File: src/hw/rtl/tcgr_pkg.sv
`default_nettype none
// ----------------------------------------------------------------------------
// tcgr_pkg
// Shared constants, codes and control types of the text console glyph renderer.
// ----------------------------------------------------------------------------
package tcgr_pkg;

  // Block dimensions.
  localparam int CELL_HEIGHT = 16;
  localparam int FONT_DEPTH  = 4096;
  localparam int COORD_BITS  = 12;
  localparam int FONT_AW     = $clog2(FONT_DEPTH);

  // Field widths.
  localparam int OPC_W      = 2;
  localparam int CODE_W     = 8;
  localparam int COLOR_W    = 32;
  localparam int FIDX_W     = 12;
  localparam int GLYPH_W    = 8;
  localparam int ADDR_W     = 25;
  localparam int STRIDE_W   = 14;
  localparam int SCREEN_W   = 13;
  localparam int GROWS_W    = 5;
  localparam int CFG_IDX_W  = 3;
  localparam int CFG_DATA_W = 32;

  // Glyph geometry: a glyph is at most sixteen rows of eight pixels.
  localparam int CELL_WIDTH = 8;
  localparam int MAX_ROWS   = 16;
  localparam int ROW_W      = $clog2(MAX_ROWS);
  localparam int BS_ROWS    = (CELL_HEIGHT < MAX_ROWS) ? CELL_HEIGHT : MAX_ROWS;

  // Width that holds a cursor coordinate plus a cell step and any screen size.
  localparam int CMP_W = (COORD_BITS + 2 > SCREEN_W + 1) ? COORD_BITS + 2 : SCREEN_W + 1;

  // Register reset values.
  localparam logic [STRIDE_W-1:0] STRIDE_RST = STRIDE_W'(1024);
  localparam logic [SCREEN_W-1:0] WIDTH_RST  = SCREEN_W'(1024);
  localparam logic [SCREEN_W-1:0] HEIGHT_RST = SCREEN_W'(768);
  localparam logic [COLOR_W-1:0]  BG_RST     = 32'h0018_2028;
  localparam logic [GROWS_W-1:0]  GROWS_RST  = GROWS_W'(16);

  // Special character codes.
  localparam logic [CODE_W-1:0] CHAR_NEWLINE   = 8'd10;
  localparam logic [CODE_W-1:0] CHAR_BACKSPACE = 8'd8;

  typedef enum logic [OPC_W-1:0] {
    OP_PRINT = 2'd0,
    OP_LOAD  = 2'd1,
    OP_HOME  = 2'd2,
    OP_NONE  = 2'd3
  } opcode_e;

  typedef enum logic [CFG_IDX_W-1:0] {
    REG_LINE_STRIDE   = 3'd0,
    REG_SCREEN_WIDTH  = 3'd1,
    REG_SCREEN_HEIGHT = 3'd2,
    REG_BG_COLOR      = 3'd3,
    REG_GLYPH_ROWS    = 3'd4
  } cfg_reg_e;

  // What the latched item asks for.
  typedef enum logic [2:0] {
    KIND_NONE    = 3'd0,
    KIND_LOAD    = 3'd1,
    KIND_HOME    = 3'd2,
    KIND_NEWLINE = 3'd3,
    KIND_BS      = 3'd4,
    KIND_PRINT   = 3'd5
  } kind_e;

  // Commands from the controller to the datapath.
  typedef struct packed {
    logic capture;
    logic exec;
    logic mult;
    logic base;
    logic step;
  } cmd_t;

  // Status from the datapath to the controller.
  typedef struct packed {
    kind_e kind;
    logic  last;
  } status_t;

  // Reduce a twelve-bit font entry number modulo the font depth.
  function automatic logic [FONT_AW-1:0] font_fold(input logic [FIDX_W-1:0] v);
    logic [FONT_AW+FIDX_W-1:0] t;
    t = (FONT_AW + FIDX_W)'(v);
    return t[FONT_AW-1:0];
  endfunction

endpackage
`default_nettype wire

File: src/hw/rtl/tcgr_ctrl.sv
`default_nettype none
// ----------------------------------------------------------------------------
// tcgr_ctrl
// Controller: sequences decode, base address setup and the row write beats.
// ----------------------------------------------------------------------------
module tcgr_ctrl (
  input  wire                 clk_i,
  input  wire                 rst_ni,
  input  wire                 in_valid_i,
  output logic                in_ready_o,
  output logic                out_valid_o,
  input  wire                 out_ready_i,
  input  tcgr_pkg::status_t   status_i,
  output tcgr_pkg::cmd_t      cmd_o
);
  import tcgr_pkg::*;

  typedef enum logic [4:0] {
    S_IDLE   = 5'b00001,
    S_DECODE = 5'b00010,
    S_MULT   = 5'b00100,
    S_ADDR   = 5'b01000,
    S_EMIT   = 5'b10000
  } state_e;

  state_e state_q, state_d;

  // Handshake outputs follow the state directly.
  assign in_ready_o  = (state_q == S_IDLE);
  assign out_valid_o = (state_q == S_EMIT);

  // Commands to the datapath.
  always_comb begin
    cmd_o.capture = in_valid_i && (state_q == S_IDLE);
    cmd_o.exec    = (state_q == S_DECODE);
    cmd_o.mult    = (state_q == S_MULT);
    cmd_o.base    = (state_q == S_ADDR);
    cmd_o.step    = (state_q == S_EMIT) && out_ready_i;
  end

  // Next-state logic.
  always_comb begin
    state_d = state_q;
    case (state_q)
      S_IDLE: begin
        if (in_valid_i) state_d = S_DECODE;
      end
      S_DECODE: begin
        if (status_i.kind == KIND_PRINT || status_i.kind == KIND_BS) begin
          state_d = S_MULT;
        end else begin
          state_d = S_IDLE;
        end
      end
      S_MULT: state_d = S_ADDR;
      S_ADDR: state_d = S_EMIT;
      S_EMIT: begin
        if (out_ready_i && status_i.last) state_d = S_IDLE;
      end
      default: state_d = S_IDLE;
    endcase
  end

  always_ff @(posedge clk_i or negedge rst_ni) begin
    if (!rst_ni) begin
      state_q <= S_IDLE;
    end else begin
      state_q <= state_d;
    end
  end

endmodule
`default_nettype wire

File: config.mk
export PLATFORM = sky130hd
export DESIGN_NAME = tcgr_ctrl
export DESIGN_NICKNAME = d
export VERILOG_FILES = /design/src/hw/rtl/tcgr_pkg.sv /design/src/hw/rtl/tcgr_ctrl.sv
export SDC_FILE = /design/constraint.sdc
export NUM_CORES = 1
export LEC_CHECK = 0
export ABC_AREA = 1
export BUFFER_PORTS_ARGS = -buffer_cell sky130_fd_sc_hd__buf_2
export CORE_AREA = 5 5 42 44
export DETAILED_ROUTE_END_ITERATION = 6
export DIE_AREA = 0 0 47 49
export HOLD_SLACK_MARGIN = 0.15
export PLACE_DENSITY = 0.48
export SYNTH_ARGS = -nofsm -noshare
export SYNTH_HDL_FRONTEND = slang
export SYNTH_SLANG_ARGS = --single-unit
File: constraint.sdc
create_clock -name clk_i -period 1.6 [get_ports clk_i]
set_clock_uncertainty 0.05 [all_clocks]
set_input_delay 0.16 -clock clk_i [delete_from_list [all_inputs] [get_ports clk_i]]
set_output_delay 0.16 -clock clk_i [all_outputs]
set_load 0.02 [all_outputs]
# == Word level (Yosys, flattened, before mapping) ==
# Index checks and enable logic that the tools add are counted.
# classes
eq_ne,9
n_mux,4
n_reduce_logical,5
# ops
cell,n
$pmux W5 S5,1
$mux W5,2
$eq A3 B3 Y1 const B,2
$eq A5 B1 Y1 const B,1
$eq A5 B2 Y1 const B,1
$eq A5 B3 Y1 const B,1
$eq A5 B4 Y1 const B,1
$eq A5 B5 Y1 const B,1
$logic_and A1 B1 Y1,3
$mux W3,1
$ne A2 B1 Y1 const B,1
$ne A2 B2 Y1 const B,1
$reduce_and A2 Y1,1
$logic_or A1 B1 Y1,1
# totals
ff_bits,5
input_bits,8
word_cells,19

# == Depth between registers and ports, before layout ==
# depth
ltp_word,4
mapped_depth,8
depth_no_buf,8

# == Worst setup path after synthesis ==
# Ideal clock, no wire load.
# synth_path
kind,register -> output
startpoint,reg state_q[4]
endpoint,out cmd_o[2] (netlist name)
arrival_ns,1.171
t_required_ns,1.390
setup_slack_ns,0.219
stages_incl_launch_ff,2
path_cell_list,dfrtp_1 nor4_1
# synth_rtl
element,line_no,source
start: declaration,tcgr_ctrl.sv:26,"state_e state_q, state_d;"
start signal: assignment,tcgr_ctrl.sv:68,state_q <= state_d;
end: declaration,tcgr_ctrl.sv:14,output tcgr_pkg::cmd_t cmd_o

==> results.toml <==
[run_status]
status = "finished clean"

[global_routing]
gr-usage-all-layers_pct = 7.64
grt_max_degree = 6
overflow = 0
grt_pass1_vias = 306
antenna_found_initial = 0
grt_pass1_wl_um = 1210

[floorplanning]
start_util_pct = 24.5
ios = 15
die_area_um2 = 2300
rows = 14
die_y_um = 49
coreArea_um2 = 1400
die_w_um = 47

[synthesis]
netlist_top_cells_area = "dfrtp_1 (29%), nand2_1 (12%), nor2_1 (8.8%)"
synth_top_family_by_area = "simple AND/OR/NAND/NOR gates"
synth-simple-area-share_pct = 47.1
yosysWarnings = 0
yosys-mux-area-fraction_pct = 0
syn_avg_cell_area_um2 = 7.00
ys_seq_area_share_pct = 36.9
synthDominantCellAreaShare_pct = 29.2
synth_cell_types = 15
synth_area_um2 = 343
synth_compound_area_share_pct = 2.92
synthAdderAreaFrac_pct = 0
synthesis.nets = 57
synth_top_area_cell = "dfrtp_1"
synthXorXnorAreaFrac_pct = 0
synth_seq_cells = 5
postSynthCellCount = 49

[setup_path]
worstSetupPathType = "reg -> out"
crit_fanout = 4
worst-r2r-setup-slack_ns = 0.39
cp-start-kind = "flop"
cp-end-kind = "primary output"
crit_start = "state_q[3]$_DFFE_PN0P_"
critical_path_required_ns = 1.39
critPathArrivalTime_ns = 1.33
regToRegStartpoint = "state_q[3]$_DFFE_PN0P_"

[layout]
drive_gt1_share_pct = 45.8
fillerInstances = 165
fin_area_um2 = 522
diodes = 0
syn2layout_area_growth_pct = 52.2
largest_register = "state_q"
largest_reg_flops = 5
final_core_util_pct = 37.2
top_regs = "state_q x5"
final_nets = 81

[timing]
tightestPinTransition_ns = 0.208
finalSetupTns_ns = 0
min_period_ns = 1.54
hold_viol = 0
maxSlewViolCount = 0
max_slew_margin_pct = 86.0
finalSetupViolations = 0
clock.fmax_ghz = 0.649
final.period_utilization_pct = 96.3

[power]
pwr-share-clk_pct = 21.5
vdd_drop_max_v = 0.000777
p_leak_nw = 0.305
p_int_mw = 0.382
sw_frac_of_total_pct = 42.6
p_sw_mw = 0.284
power.density_nw_per_um2 = 1280
seqPwrFrac_pct = 27.5
pwr-share-comb_pct = 51.0

[clock_tree]
clkSlewWorstSetupHoldPaths_ns = 0.05
cts.path.max_buffers = 2
cts.sinks = 5
htree_levels = 1
clk-insertion-delay-late_ns = 0.24
cts_buffers = 3
tritoncts = "yes"
cts_root_buf = "clkbuf_4"

[drt]
detail_route.wl_per_cell_um = 8.35
totalWireLength_um = 735
via_count = 366
vias_per_cell = 4.16
antenna_left = 0
drt_first_pass_iters = 4
drt_iter0_markers = 11
drc = 0

[hold_path]
hold_path_startpoint = "status_i[0]"
min_path_type = "in -> reg"

[placed_design]
port-buffer-count = 13
dp_hpwl_um = 596
dpl-instance-area_um2 = 428
gp_congestion = 0.711

[flow_run]
cap_violations = 0
==> kinds of logic after synthesis <==
group | count (synthesis)
flip-flops | 5
AO/OA/AOI/OAI | 2
AND/OR/NAND/NOR | 30
buffers and inverters | 12
==> final timing paths <==
kind,to,cells past startpoint
setup reg to reg,state_q[0]$_DFFE_PN1P_,9
setup / recovery,cmd_o[3],7
min in group asynchronous,state_q[4]$_DFFE_PN0P_,2
max in group asynchronous,state_q[0]$_DFFE_PN1P_,2
hold reg to reg,state_q[3]$_DFFE_PN0P_,1
hold / removal,state_q[4]$_DFFE_PN0P_,4
==> critical path, cell delays in order (launching register included) <==
cell     delay, ns
dfrtp_1       0.40
inv_2         0.07
nand2_2       0.08
nor2_4        0.14
buf_4         0.13
nand2_1       0.06
inv_1         0.05
buf_2         0.15
==> cell usage after synthesis <==
master,number
nand2_1,11
nor2_4,2
nor2_1,8
nand3_1,1
inv_2,5
inv_1,7
nor4_1,2
o21ai_1,2
dfstp_2,1
dfrtp_1,4
and3_2,1
nand3_2,2
nand2_4,1
nor3_1,1
nand2_2,1
==> final cells by class <==
cell class,instances,area (µm²),share of cell area (%)
multi-input combinational,32,181,34.8
sequential,5,126,24.2
timing repair buffer,19,123,23.5
inverter,12,45.0,8.63
clock buffer,4,26.3,5.04
tap,16,20.0,3.84
==> power by group through the flow <==
stage,clock [mW],sequential [mW],combinational [mW]
CTS,0.150,0.181,0.312
global placement,0,0.181,0.298
detailed placement,0,0.181,0.300
finish,0.143,0.184,0.340
global route,0.163,0.185,0.377
floorplan,0,0.178,0.231
==> repair_timing <==
item	CTS	global route
hold buffers	4	0
pin swaps	0	2
hold endpoints to repair	8	0
setup endpoints to repair	1	1
gates cloned	0	0
gates resized for setup	1	3
setup buffers	0	2
==> through the flow <==
step           instances  worst slack [ns]  total power [mW]  hold WS, ns
6_report              88            0.0598             0.667        0.162
5_1_grt               88           -0.0118             0.724        0.199
4_1_cts               86            0.0724             0.643        0.166
3_5_place_dp          78             0.264             0.481      -0.0707
3_3_place_gp          78             0.257             0.479      -0.0724
2_1_floorplan         49             0.219             0.410       -0.186
==> layout by cell type (no fill, tap or decap) <==
cell / n
nand2_2: 2
nand3_1: 1
o21ai_1: 2
nor3_1: 1
inv_2: 5
nand3_2: 2
nand2_1: 10
nor4_1: 2
and3_2: 1
inv_1: 7
dfstp_2: 1
dlygate4sd3_1: 4
nor2_4: 3
clkbuf_4: 3
nand2_4: 1
buf_2: 12
nor2_1: 7
clkbuf_1: 1
buf_4: 3
dfrtp_1: 4
==> layer usage <==
metal	vias to the layer above	share of wire, %	track usage, %
li1	194	-	-
met1	163	36	7.59
met2	9	56	12.0
met3	0	8.0	5.54
met4	0	0	2.76
met5	-	0	0
(Power assumes the default switching activity.)
